### src/accelerating_blink_envelope_unit_macros.svh
// ----------------------------------------------------------------------------
// Assertion macros for the accelerating blink envelope unit
// Implication checks on the rising clock edge, disabled while in reset.
// ----------------------------------------------------------------------------
`ifndef ACCELERATING_BLINK_ENVELOPE_UNIT_MACROS_SVH
`define ACCELERATING_BLINK_ENVELOPE_UNIT_MACROS_SVH

// same-cycle implication
`define ABE_ASSERT_IMPL(lbl, clk, rst_n, ante, cons, msg) \
	lbl: assert property (@(posedge clk) disable iff (!(rst_n)) (ante) |-> (cons)) \
		else $error(msg);

// next-cycle implication
`define ABE_ASSERT_NEXT(lbl, clk, rst_n, ante, cons, msg) \
	lbl: assert property (@(posedge clk) disable iff (!(rst_n)) (ante) |=> (cons)) \
		else $error(msg);

`endif

### src/abe_pkg.sv
// ----------------------------------------------------------------------------
// abe_pkg
// Shared types and constants of the accelerating blink envelope unit.
// ----------------------------------------------------------------------------
package abe_pkg;

	localparam int CFG_W           = 16;
	localparam int CFG_IDX_W       = 3;
	localparam int EL_W            = 16;
	localparam int LVL_INT_W       = 16;
	localparam int NOW_PORT_W      = 32;
	localparam int COEFF_FRAC_BITS = 8;

	// ramp speed: magnitude saturated at 2^42, stored signed
	localparam int SPD_CAP_EXP = 42;
	localparam int SMAG_W      = SPD_CAP_EXP + 1;
	localparam int SPD_W       = SMAG_W + 1;
	localparam int STEP_W      = SMAG_W + EL_W;
	localparam int MUL_STEPS   = EL_W;

	localparam logic [SMAG_W-1:0] SPD_CAP = SMAG_W'(1) << SPD_CAP_EXP;

	localparam logic [CFG_W-1:0] RST_START_INTERVAL = 16'd1000;
	localparam logic [CFG_W-1:0] RST_FLOOR_INTERVAL = 16'd100;
	localparam logic [CFG_W-1:0] RST_INTERVAL_STEP  = 16'd100;
	localparam logic [CFG_W-1:0] RST_LEVEL_LOW      = 16'd0;
	localparam logic [CFG_W-1:0] RST_LEVEL_HIGH     = 16'd65535;
	localparam logic [CFG_W-1:0] RST_RAMP_COEFF     = 16'd256;

	typedef enum logic [CFG_IDX_W-1:0] {
		REG_START_INTERVAL = 3'd0,
		REG_FLOOR_INTERVAL = 3'd1,
		REG_INTERVAL_STEP  = 3'd2,
		REG_LEVEL_LOW      = 3'd3,
		REG_LEVEL_HIGH     = 3'd4,
		REG_RAMP_COEFF     = 3'd5
	} cfg_reg_t;

	typedef enum logic {
		OP_RESTART = 1'b0,
		OP_ADVANCE = 1'b1
	} op_t;

	typedef struct packed {
		logic start;
		logic restart;
		logic mul_step;
		logic apply;
		logic div_step;
		logic set_speed;
		logic push;
	} abe_cmd_t;

	typedef struct packed {
		logic switch_due;
	} abe_sts_t;

endpackage

### src/abe_ctrl.sv
// ----------------------------------------------------------------------------
// abe_ctrl
// Sequencer: multiply, level update, divide, speed write, result beat.
// ----------------------------------------------------------------------------
module abe_ctrl import abe_pkg::*; #(
	parameter int DIV_STEPS = 40
) (
	input  logic     clk,
	input  logic     arst_n,
	input  logic     in_valid,
	output logic     in_ready,
	input  logic     operation,
	output logic     out_valid,
	input  logic     out_ready,
	input  abe_sts_t sts,
	output abe_cmd_t cmd
);

	localparam int CNT_W = $clog2(DIV_STEPS > MUL_STEPS ? DIV_STEPS : MUL_STEPS);

	typedef enum logic [2:0] {
		S_IDLE,
		S_MUL,
		S_APPLY,
		S_DIV,
		S_SPEED,
		S_FINISH
	} state_t;

	state_t             state_q;
	logic [CNT_W-1:0]   cnt_q;
	logic               out_valid_q;
	logic               accept;

	assign in_ready  = (state_q == S_IDLE);
	assign out_valid = out_valid_q;
	assign accept    = in_valid && in_ready;

	always_comb begin
		cmd           = '0;
		cmd.start     = accept;
		cmd.restart   = accept && (op_t'(operation) == OP_RESTART);
		cmd.mul_step  = (state_q == S_MUL);
		cmd.apply     = (state_q == S_APPLY);
		cmd.div_step  = (state_q == S_DIV);
		cmd.set_speed = (state_q == S_SPEED);
		cmd.push      = (state_q == S_FINISH) && (!out_valid_q || out_ready);
	end

	always_ff @(posedge clk or negedge arst_n) begin
		if (!arst_n) begin
			state_q     <= S_IDLE;
			cnt_q       <= '0;
			out_valid_q <= 1'b0;
		end else begin
			if (cmd.push)
				out_valid_q <= 1'b1;
			else if (out_ready)
				out_valid_q <= 1'b0;

			case (state_q)
				S_IDLE: begin
					if (accept) begin
						if (op_t'(operation) == OP_RESTART) begin
							state_q <= S_DIV;
							cnt_q   <= CNT_W'(DIV_STEPS - 1);
						end else begin
							state_q <= S_MUL;
							cnt_q   <= CNT_W'(MUL_STEPS - 1);
						end
					end
				end
				S_MUL: begin
					if (cnt_q == '0)
						state_q <= S_APPLY;
					else
						cnt_q <= cnt_q - 1'b1;
				end
				S_APPLY: begin
					if (sts.switch_due) begin
						state_q <= S_DIV;
						cnt_q   <= CNT_W'(DIV_STEPS - 1);
					end else begin
						state_q <= S_FINISH;
					end
				end
				S_DIV: begin
					if (cnt_q == '0)
						state_q <= S_SPEED;
					else
						cnt_q <= cnt_q - 1'b1;
				end
				S_SPEED: begin
					state_q <= S_FINISH;
				end
				S_FINISH: begin
					if (cmd.push)
						state_q <= S_IDLE;
				end
				default: begin
					state_q <= S_IDLE;
				end
			endcase
		end
	end

endmodule

### src/abe_datapath.sv
// ----------------------------------------------------------------------------
// abe_datapath
// Config registers, envelope state, shift-add multiplier, restoring divider.
// ----------------------------------------------------------------------------
module abe_datapath import abe_pkg::*; #(
	parameter int LEVEL_FRAC_BITS = 16,
	parameter int TIME_BITS       = 32
) (
	input  logic                  clk,
	input  logic                  arst_n,
	input  abe_cmd_t              cmd,
	output abe_sts_t              sts,
	input  logic [NOW_PORT_W-1:0] now_ms,
	input  logic [EL_W-1:0]       elapsed_ms,
	input  logic                  cfg_we,
	input  logic [CFG_IDX_W-1:0]  cfg_index,
	input  logic [CFG_W-1:0]      cfg_data,
	output logic [LVL_INT_W-1:0]  level
);

	localparam int LVL_W = LVL_INT_W + LEVEL_FRAC_BITS;
	localparam int NUM_W = 2 * CFG_W + LEVEL_FRAC_BITS - COEFF_FRAC_BITS;
	localparam int NOW_W = (TIME_BITS < NOW_PORT_W) ? TIME_BITS : NOW_PORT_W;
	localparam int SW_W  = TIME_BITS + 1;
	localparam int Q_W   = (NUM_W > SMAG_W) ? NUM_W : SMAG_W;
	localparam int V_W   = STEP_W + 2;

	logic [CFG_W-1:0] start_int_q, floor_int_q, step_q, low_q, high_q, coeff_q;

	logic [LVL_W-1:0]        level_q;
	logic [CFG_W-1:0]        half_q;
	logic signed [SPD_W-1:0] speed_q;
	logic [SW_W-1:0]         next_sw_q;

	logic [NOW_W-1:0]     now_q;
	logic [EL_W-1:0]      el_q;
	logic [STEP_W-1:0]    prod_q;
	logic [NUM_W-1:0]     dq_q;
	logic [CFG_W-1:0]     rem_q;
	logic                 span_neg_q;
	logic                 dir_neg_q;
	logic [LVL_INT_W-1:0] level_out_q;

	logic                    span_neg;
	logic [CFG_W-1:0]        abs_span;
	logic [2*CFG_W-1:0]      scale;
	logic [NUM_W-1:0]        dividend;
	logic [SPD_W-1:0]        spd_abs;
	logic [SMAG_W-1:0]       spd_mag;
	logic [CFG_W-1:0]        dvs;
	logic [CFG_W:0]          trial;
	logic                    ge;
	logic [CFG_W:0]          trial_sub;
	logic [CFG_W-1:0]        rem_nxt;
	logic signed [V_W-1:0]   lvl_v, step_v, sum_v, hi_v, lo_v, clip_hi, clip_lo;
	logic signed [CFG_W:0]   half_diff, floor_s;
	logic [CFG_W-1:0]        half_shrunk;
	logic [Q_W-1:0]          q_ext;
	logic [SMAG_W-1:0]       new_smag;
	logic signed [SPD_W-1:0] spd_pos, new_speed;

	// speed numerator: coeff * |high - low|, aligned to the level's fraction
	assign span_neg = low_q > high_q;
	assign abs_span = span_neg ? (low_q - high_q) : (high_q - low_q);
	assign scale    = coeff_q * abs_span;
	assign dividend = NUM_W'(scale) << (LEVEL_FRAC_BITS - COEFF_FRAC_BITS);

	assign spd_abs = speed_q[SPD_W-1] ? SPD_W'(-speed_q) : SPD_W'(speed_q);
	assign spd_mag = spd_abs[SMAG_W-1:0];

	// restoring divider, one quotient bit per cycle
	assign dvs       = (half_q == '0) ? CFG_W'(1) : half_q;
	assign trial     = {rem_q, dq_q[NUM_W-1]};
	assign ge        = trial >= {1'b0, dvs};
	assign trial_sub = trial - {1'b0, dvs};
	assign rem_nxt   = ge ? trial_sub[CFG_W-1:0] : trial[CFG_W-1:0];

	// level step and clamp: min with high first, then max with low
	assign lvl_v   = $signed(V_W'(level_q));
	assign step_v  = $signed(V_W'(prod_q));
	assign sum_v   = speed_q[SPD_W-1] ? (lvl_v - step_v) : (lvl_v + step_v);
	assign hi_v    = $signed(V_W'({high_q, {LEVEL_FRAC_BITS{1'b0}}}));
	assign lo_v    = $signed(V_W'({low_q, {LEVEL_FRAC_BITS{1'b0}}}));
	assign clip_hi = (sum_v > hi_v) ? hi_v : sum_v;
	assign clip_lo = (clip_hi < lo_v) ? lo_v : clip_hi;

	// half-period shrink, floored
	assign half_diff   = $signed({1'b0, half_q}) - $signed({1'b0, step_q});
	assign floor_s     = $signed({1'b0, floor_int_q});
	assign half_shrunk = (half_q > floor_int_q)
		? ((half_diff < floor_s) ? floor_int_q : half_diff[CFG_W-1:0])
		: half_q;

	assign q_ext     = Q_W'(dq_q);
	assign new_smag  = (q_ext > Q_W'(SPD_CAP)) ? SPD_CAP : q_ext[SMAG_W-1:0];
	assign spd_pos   = $signed({1'b0, new_smag});
	assign new_speed = (span_neg_q ^ dir_neg_q) ? -spd_pos : spd_pos;

	assign sts.switch_due = SW_W'(now_q) >= next_sw_q;
	assign level          = level_out_q;

	always_ff @(posedge clk or negedge arst_n) begin
		if (!arst_n) begin
			start_int_q <= RST_START_INTERVAL;
			floor_int_q <= RST_FLOOR_INTERVAL;
			step_q      <= RST_INTERVAL_STEP;
			low_q       <= RST_LEVEL_LOW;
			high_q      <= RST_LEVEL_HIGH;
			coeff_q     <= RST_RAMP_COEFF;
			level_q     <= '0;
			half_q      <= RST_START_INTERVAL;
			speed_q     <= '0;
			next_sw_q   <= '0;
		end else begin
			if (cfg_we) begin
				case (cfg_reg_t'(cfg_index))
					REG_START_INTERVAL: start_int_q <= cfg_data;
					REG_FLOOR_INTERVAL: floor_int_q <= cfg_data;
					REG_INTERVAL_STEP:  step_q      <= cfg_data;
					REG_LEVEL_LOW:      low_q       <= cfg_data;
					REG_LEVEL_HIGH:     high_q      <= cfg_data;
					REG_RAMP_COEFF:     coeff_q     <= cfg_data;
					default: ;
				endcase
			end
			if (cmd.restart) begin
				level_q <= {high_q, {LEVEL_FRAC_BITS{1'b0}}};
				half_q  <= start_int_q;
			end
			if (cmd.apply) begin
				level_q <= clip_lo[LVL_W-1:0];
				if (sts.switch_due)
					half_q <= half_shrunk;
			end
			if (cmd.set_speed) begin
				speed_q   <= new_speed;
				next_sw_q <= SW_W'(now_q) + SW_W'(half_q);
			end
		end
	end

	always_ff @(posedge clk) begin
		if (cmd.start) begin
			now_q      <= now_ms[NOW_W-1:0];
			el_q       <= elapsed_ms;
			prod_q     <= '0;
			dq_q       <= dividend;
			rem_q      <= '0;
			span_neg_q <= span_neg;
			if (cmd.restart)
				dir_neg_q <= 1'b1;
		end
		if (cmd.mul_step) begin
			// MSB-first shift-add over elapsed
			prod_q <= (prod_q << 1) + (el_q[EL_W-1] ? STEP_W'(spd_mag) : '0);
			el_q   <= el_q << 1;
		end
		if (cmd.apply && sts.switch_due)
			dir_neg_q <= !speed_q[SPD_W-1];
		if (cmd.div_step) begin
			rem_q <= rem_nxt;
			dq_q  <= {dq_q[NUM_W-2:0], ge};
		end
		if (cmd.push)
			level_out_q <= level_q[LVL_W-1 -: LVL_INT_W];
	end

endmodule

### src/accelerating_blink_envelope_unit.sv
// ----------------------------------------------------------------------------
// accelerating_blink_envelope_unit
// Blink envelope whose half-period shrinks at every direction switch, down to a floor.
// ----------------------------------------------------------------------------
//  channel  | handshake            | payload
//  ---------+----------------------+----------------------------------------
//  in       | in_valid / in_ready  | operation, now_ms, elapsed_ms
//  out      | out_valid / out_ready| level
//  cfg      | cfg_valid / cfg_ready| cfg_index, cfg_data (always ready)
//
//  Advance without switch: 16-step shift-add multiply over elapsed, level update.
//  Restart: restoring divider for the new speed, one quotient bit a cycle.
//  Advance with switch: both, multiply and level update, then the divider.
//  One item at a time; in_ready is low from accept until the result beat is
//  loaded into the output register, so a stalled out holds the next item.
//  Reset loads the config defaults and the idle envelope state.
// ----------------------------------------------------------------------------
`include "accelerating_blink_envelope_unit_macros.svh"

module accelerating_blink_envelope_unit import abe_pkg::*; #(
	parameter int LEVEL_FRAC_BITS = 16,
	parameter int TIME_BITS       = 32
) (
	input  logic                  clk,
	input  logic                  arst_n,
	input  logic                  in_valid,
	output logic                  in_ready,
	input  logic                  operation,
	input  logic [NOW_PORT_W-1:0] now_ms,
	input  logic [EL_W-1:0]       elapsed_ms,
	output logic                  out_valid,
	input  logic                  out_ready,
	output logic [LVL_INT_W-1:0]  level,
	input  logic                  cfg_valid,
	output logic                  cfg_ready,
	input  logic [CFG_IDX_W-1:0]  cfg_index,
	input  logic [CFG_W-1:0]      cfg_data
);

	localparam int DIV_STEPS = 2 * CFG_W + LEVEL_FRAC_BITS - COEFF_FRAC_BITS;

	abe_cmd_t cmd;
	abe_sts_t sts;

	assign cfg_ready = 1'b1;

	abe_ctrl #(
		.DIV_STEPS (DIV_STEPS)
	) u_ctrl (
		.clk       (clk),
		.arst_n    (arst_n),
		.in_valid  (in_valid),
		.in_ready  (in_ready),
		.operation (operation),
		.out_valid (out_valid),
		.out_ready (out_ready),
		.sts       (sts),
		.cmd       (cmd)
	);

	abe_datapath #(
		.LEVEL_FRAC_BITS (LEVEL_FRAC_BITS),
		.TIME_BITS       (TIME_BITS)
	) u_datapath (
		.clk        (clk),
		.arst_n     (arst_n),
		.cmd        (cmd),
		.sts        (sts),
		.now_ms     (now_ms),
		.elapsed_ms (elapsed_ms),
		.cfg_we     (cfg_valid && cfg_ready),
		.cfg_index  (cfg_index),
		.cfg_data   (cfg_data),
		.level      (level)
	);

	`ABE_ASSERT_NEXT(a_busy_after_accept, clk, arst_n, in_valid && in_ready, !in_ready, "accepted a beat but stayed ready")
	`ABE_ASSERT_IMPL(a_push_has_room, clk, arst_n, cmd.push, !out_valid || out_ready, "result overwrites a pending beat")
	`ABE_ASSERT_IMPL(a_one_phase, clk, arst_n, 1'b1, $onehot0({cmd.start, cmd.mul_step, cmd.apply, cmd.div_step, cmd.set_speed, cmd.push}), "more than one datapath phase at once")

endmodule

### config.mk
export PLATFORM = sky130hd
export DESIGN_NAME = accelerating_blink_envelope_unit
export DESIGN_NICKNAME = d
export VERILOG_FILES = /design/src/abe_pkg.sv /design/src/abe_ctrl.sv /design/src/abe_datapath.sv /design/src/accelerating_blink_envelope_unit.sv
export VERILOG_INCLUDE_DIRS = /design/src /design/src/src
export SDC_FILE = /design/constraint.sdc
export NUM_CORES = 2
export LEC_CHECK = 0
export ABC_AREA = 1
export BUFFER_PORTS_ARGS = -buffer_cell sky130_fd_sc_hd__buf_4
export CORE_MARGIN = 10
export CORE_UTILIZATION = 45
export CTS_BUF_LIST = sky130_fd_sc_hd__clkbuf_8
export DETAILED_ROUTE_END_ITERATION = 7
export GPL_ROUTABILITY_DRIVEN = 0
export PLACE_DENSITY = 0.71
export SYNTH_ARGS = -nofsm -noshare
export SYNTH_HDL_FRONTEND = slang
export SYNTH_SLANG_ARGS = --single-unit
export TNS_END_PERCENT = 5
### constraint.sdc
create_clock -name clk -period 10.05 [get_ports clk]
set_clock_uncertainty 0.15 [all_clocks]
set_input_delay 2.01 -clock clk [delete_from_list [all_inputs] [get_ports clk]]
set_output_delay 2.01 -clock clk [all_outputs]
set_load 0.02 [all_outputs]
Word level (Yosys, flattened, before mapping)
Index checks and enable logic that the tools add are counted.
W data, S select, Z words.
{"block": "word_totals", "reg_bits": 412, "latch_bits": 0, "ram_bits": 0, "mem_bits_ro": 0, "output_inout_bits": 19, "wordCells": 131, "n_memories": 0}
{"block": "classes", "addsub": 11, "n_mul": 1, "div": 0, "magnitude_cmp": 8, "eq_ne": 17, "shift": 0, "mux": 42, "bitwise": 2, "n_reduce_logical": 28}
{"op": "$mux W16", "count": 12}
{"op": "$mux W43", "count": 3}
{"op": "$mux W61", "count": 2}
{"op": "$mux W59", "count": 2}
{"op": "$mux W32", "count": 3}
{"op": "$mux W40", "count": 2}
{"op": "$gt A61 B33 Y1", "count": 1}
{"op": "$lt A61 B33 Y1", "count": 1}
{"op": "$add A32 B59 Y60", "count": 1}
{"op": "$sub A32 B59 Y60", "count": 1}
{"op": "$add A59 B59 Y59", "count": 1}
{"op": "$sub A16 B16 Y16", "count": 3}
{"op": "$mux W44", "count": 1}
{"op": "$neg A43 Y44", "count": 1}
{"op": "$gt A40 B43 Y1 const B", "count": 1}
{"op": "$neg A43 Y43", "count": 1}
{"op": "$add A32 B16 Y33", "count": 1}
{"op": "$ge A32 B33 Y1", "count": 1}
{"op": "$gt A16 B16 Y1", "count": 2}
{"op": "$mul A16 B16 Y32", "count": 1}
{"op": "$mux W6", "count": 4}
{"op": "$pmux W3 S6", "count": 1}
{"op": "$pmux W6 S3", "count": 1}
{"op": "$ge A17 B16 Y1", "count": 1}
{"op": "other kinds (25)", "count": 61}

Depth between registers and ports, before layout
{"block": "depth", "word_depth": 7, "depth_mapped": 50, "mapped_depth_nobuf": 48}

Cells and area by module
From an unflattened synthesis, not the netlist that was laid out.
{"block": "hier_totals", "hier_cells": 6120, "area_unflattened_um2": 43057.5}
{"mod": "abe_datapath", "instances": 1, "cells_each": 6019, "area_per_inst_um2": 42315.6, "seq_area_each_um2": 10999.3}
{"mod": "abe_ctrl", "instances": 1, "cells_each": 99, "area_per_inst_um2": 730.7, "seq_area_each_um2": 250.2}
{"mod": "accelerating_blink_envelope_unit", "instances": 1, "cells_each": 2, "area_per_inst_um2": 11.3, "seq_area_each_um2": 0.0}

Worst setup path before layout
OpenSTA, ideal clock, no wires.
{"block": "synth_path", "kind": "register to register", "start": "register u_datapath.high_q[0]", "end": "register u_datapath.dq_q[38], data pin", "t_arrival_ps": 8489, "t_required_ps": 9631, "setup_slack_ps": 1142, "stages_incl_launch_ff": 43, "n_path_buf": 2, "period_less_slack_ps": 8908, "path_cell_list": "dfstp_2 ha_1 inv_1 fa_1 nand2_1 inv_1 o21ai_0 nand2_1 nand3_1 nand2_1 a21oi_1 o41ai_1 nand2_1 clkbuf_1 o221ai_1 a221oi_1 xor2_1 clkbuf_1 (+7 left out) fa_1 inv_1 fa_1 inv_1 ha_1 a21oi_1 inv_1 a31oi_1 o21bai_1 a21boi_0 o21ai_0 a21boi_0 nor2_1 nor2_1 nor2_1 nor2_1 xor2_1 o21ai_0"}
{"block": "synth_via", "elab_chain_len": 5, "elab_cells_between_ends": 7, "cone_classes": "2 x add/sub; 1 x mul; 1 x order compare; 3 x mux"}
{"item": "start: declaration", "line_no": "abe_datapath.sv:28", "text": "logic [CFG_W-1:0] start_int_q, floor_int_q, step_q, low_q, high_q, coeff_q;"}
{"item": "start signal: assignment", "line_no": "abe_datapath.sv:121", "text": "REG_LEVEL_HIGH: high_q <= cfg_data;"}
{"item": "$sub A16 B16 Y16 or $gt A16 B16 Y1 (tied branches)", "line_no": "abe_datapath.sv:64, abe_datapath.sv:63"}
{"item": "$mux W16 (*)", "line_no": "abe_datapath.sv:64", "text": "assign abs_span = span_neg ? (low_q - high_q) : (high_q - low_q);"}
{"item": "$mul A16 B16 Y32 (*)", "line_no": "abe_datapath.sv:65", "text": "assign scale = coeff_q * abs_span;"}
{"item": "$mux W40 (*)", "line_no": "abe_datapath.sv:143", "text": "if (cmd.start) begin"}
{"item": "$mux W40 (*)", "line_no": "abe_datapath.sv:160", "text": "if (cmd.div_step) begin"}
{"item": "end signal: assignment", "line_no": "abe_datapath.sv:147", "text": "dq_q <= dividend;"}
{"item": "end signal: assignment", "line_no": "abe_datapath.sv:162", "text": "dq_q <= {dq_q[NUM_W-2:0], ge};"}
{"item": "end: declaration", "line_no": "abe_datapath.sv:38", "text": "logic [NUM_W-1:0] dq_q;"}
Mark *: on every way between the ends. The rest lies on a longest branch, timed or not. The select of a mux whose other input is x is not followed.
A chain may end at the register's enable or synchronous reset.

Worst setup path after layout
Ends and elaborated chain as after synthesis.

==> flow_summary.ini <==
[synthesis]
syn_inst = 6060
ys_ff_latch = 412
yosys-top-cells-area = nand2_1 (13%), edfxtp_1 (13%), dfrtp_1 (11%)
synth-edff-count = 180
synth_top_area_share_pct = 13.21
avgSynthCellArea_um2 = 7.068
async_flop_share_pct = 56.07
synth_area_um2 = 42830
ys.flop_type = dfrtp_1
yosysTopAreaCell = nand2_1
synth_warnings = 0
synth_nets = 6721
synth-seq-area-share_pct = 26.27
synth.distinct_cells = 64

[run]
drv_cap = 0

[die]
core-area_um2 = 94730
initial_core_util_pct = 45.21
rows = 113
design.die.area_um2 = 107900
ios = 92
die_x_um = 328.5
die_h_um = 328.5

[worst_setup_path]
start_kind = flop
critPathMaxStageDelay_ns = 0.57
crit_fanout = 6
end_kind = flop
crit_required_ns = 10.30
crit_slowest_cell = dfstp_2
worstPathArrival_ns = 9.78
critPathKind = reg -> reg

[clock_tree]
clk_pin_slew_worst_paths_ns = 0.06
h-tree-depth = 3
numCtsBuffers = 77
insertion_delay_ns = 0.70
root_buffer = clkbuf_8
clock_path_buffers = 3
numClockSinks = 412
cts_tree = yes
ctsHoldBuffers = 0

[sta]
finalHoldViolCount = 0
fin_ws_ns = 0.5196
worstMarginPinSlew_ns = 1.165
min_period_ns = 9.530
slew_violations = 0
period_share_pct = 94.83
max_freq_mhz = 104.9
setup_viol = 0
max_slew_margin_pct = 22.35

[cells_and_area]
final_common_cell = nand2_1
final_cell_mix = nand2_1 (1,502), inv_1 (1,075), nor2_1 (596)
synthToLayoutAreaGrowth_pct = 8.098
drive_above_1_share_pct = 6.002
nets = 6763

[placed_design]
dpl_worst_slack_ns = 0.3103
dp_hpwl_um = 106300
port_buffers = 90

[global_route]
grt_max_degree = 108
grt_pass1_wl_um = 209800
grt_overflow = 0
track_usage_pct = 24.29
first_global_vias = 38700
antenna_found_initial = 2

[run_status]
status = complete, no violations

[detailed_routing]
drcViolationCount = 0
wl_per_cell_um = 18.02
dr_total_vias = 40750
wl_um = 133900
firstDrtPassIters = 7
viasPerCell = 5.484
drt-initial-drc-count = 4279
ant_nets = 0

[min_path]
min_path_type = reg -> reg
-- flip-flops by register name, indices dropped and copies added, names as in the netlist, 3 cells and up --
name and flops:
u_datapath.prod_q 59, u_datapath.speed_q 44, u_datapath.dq_q 40, u_datapath.next_sw_q 33, u_datapath.level_q 32, u_datapath.now_q 32
u_datapath.coeff_q 16, u_datapath.el_q 16, u_datapath.floor_int_q 16, u_datapath.half_q 16, u_datapath.high_q 16, u_datapath.level 16
u_datapath.low_q 16, u_datapath.rem_q 16, u_datapath.start_int_q 16, u_datapath.step_q 16, u_ctrl.cnt_q 6, u_ctrl.state_q 3
-- what timing repair did --
item / 4_1_cts / 5_1_grt
buffers inserted: 0 / 3
endpoints found under the setup margin: 0 / 6
resized for setup: 0 / 21
-- critical path, delay by kind of cell (launching register included) --
kind,cells,cell delay (ns)
AOI/OAI and AO/OA,12,2.36
xor gates and xnor gates,2,0.38
adders and majority gates,9,4.07
buffers and inverters,10,0.82
DFF,1,0.57
and+or+nand+nor,10,0.92
-- synth_stat cells (12+ instances only) --
| master | instances |
|---|---|
| ha_1 | 386 |
| o22ai_1 | 14 |
| xnor2_1 | 37 |
| inv_1 | 1050 |
| xor2_1 | 120 |
| dfstp_2 | 35 |
| o21ai_1 | 29 |
| a31oi_1 | 30 |
| nor3_1 | 85 |
| clkbuf_1 | 116 |
| o21ai_0 | 467 |
| o211ai_1 | 23 |
| clkinv_1 | 18 |
| a21oi_1 | 373 |
| fa_1 | 202 |
| o221ai_1 | 22 |
| edfxtp_1 | 180 |
| inv_2 | 12 |
| a22o_1 | 15 |
| buf_2 | 28 |
| nand3_1 | 222 |
| nand4_1 | 66 |
| a21oi_2 | 14 |
| nand2_1 | 1507 |
| o21a_1 | 23 |
| dfrtp_1 | 196 |
| nor2_1 | 601 |
| o21bai_1 | 30 |
-- cells by family after synthesis --
logic type	synth area share, %
compound gates	14.26
flops	26.27
buf+inv	11.11
xor+xnor	3.211
fa+ha+maj	20.72
simple gates	24.43
other cells	0.008756
-- per-layer routing --
layer	vias to the layer above	routed length [µm]	GRT usage, %
met3	402	12340	4.488
met4	0	7307	11.56
met1	18960	56350	32.27
met5	-	0	0
met2	1840	57890	37.86
li1	19550	-	-
-- final cells by class --
type	count	area, µm²
flip-flops and latches	412	11250
well taps	1265	1583
multi-input cells	4404	26910
clock buffers	86	1184
repair buffers	126	953.4
repair inverters	1	7.507
clock inverters	56	327.8
fillers	9378	48430
inverters	1080	4081
diodes	1	2.502
-- worst paths after layout --
check,startpoint,cells past startpoint,end,slack (ns)
min in group asynchronous,arst_n,1,u_datapath.next_sw_q[28],1.17
hold reg to reg,u_datapath.el_q[0],2,u_datapath.el_q[0],0.30
setup reg to reg,u_datapath.high_q[0],43,u_datapath.dq_q[38],0.52
max in group asynchronous,arst_n,3,u_datapath.floor_int_q[13],6.93
setup / recovery,u_datapath.high_q[0],43,u_datapath.dq_q[38],0.52
hold / removal,u_datapath.el_q[0],2,u_datapath.el_q[0],0.30
-- per-stage QoR --
| step | setup TNS [ns] | std cells | utilization (%) | cell area [µm²] | hold slack, ns |
|---|---|---|---|---|---|
| after floorplan | 0 | 6060 | - | 42830 | 0.2749 |
| after global placement | 0 | 7283 | 47.17 | 44680 | 0.2870 |
| after detailed placement | 0 | 7283 | 47.17 | 44680 | 0.2931 |
| after CTS | 0 | 7425 | 48.77 | 46190 | 0.3008 |
| after global routing | -0.01291 | 7431 | 48.87 | 46300 | 0.3133 |
| final | 0 | 7431 | 48.87 | 46300 | 0.2982 |
Power is not shown: default switching activity piles up to over one toggle a cycle in this logic, so the estimate is an artifact.
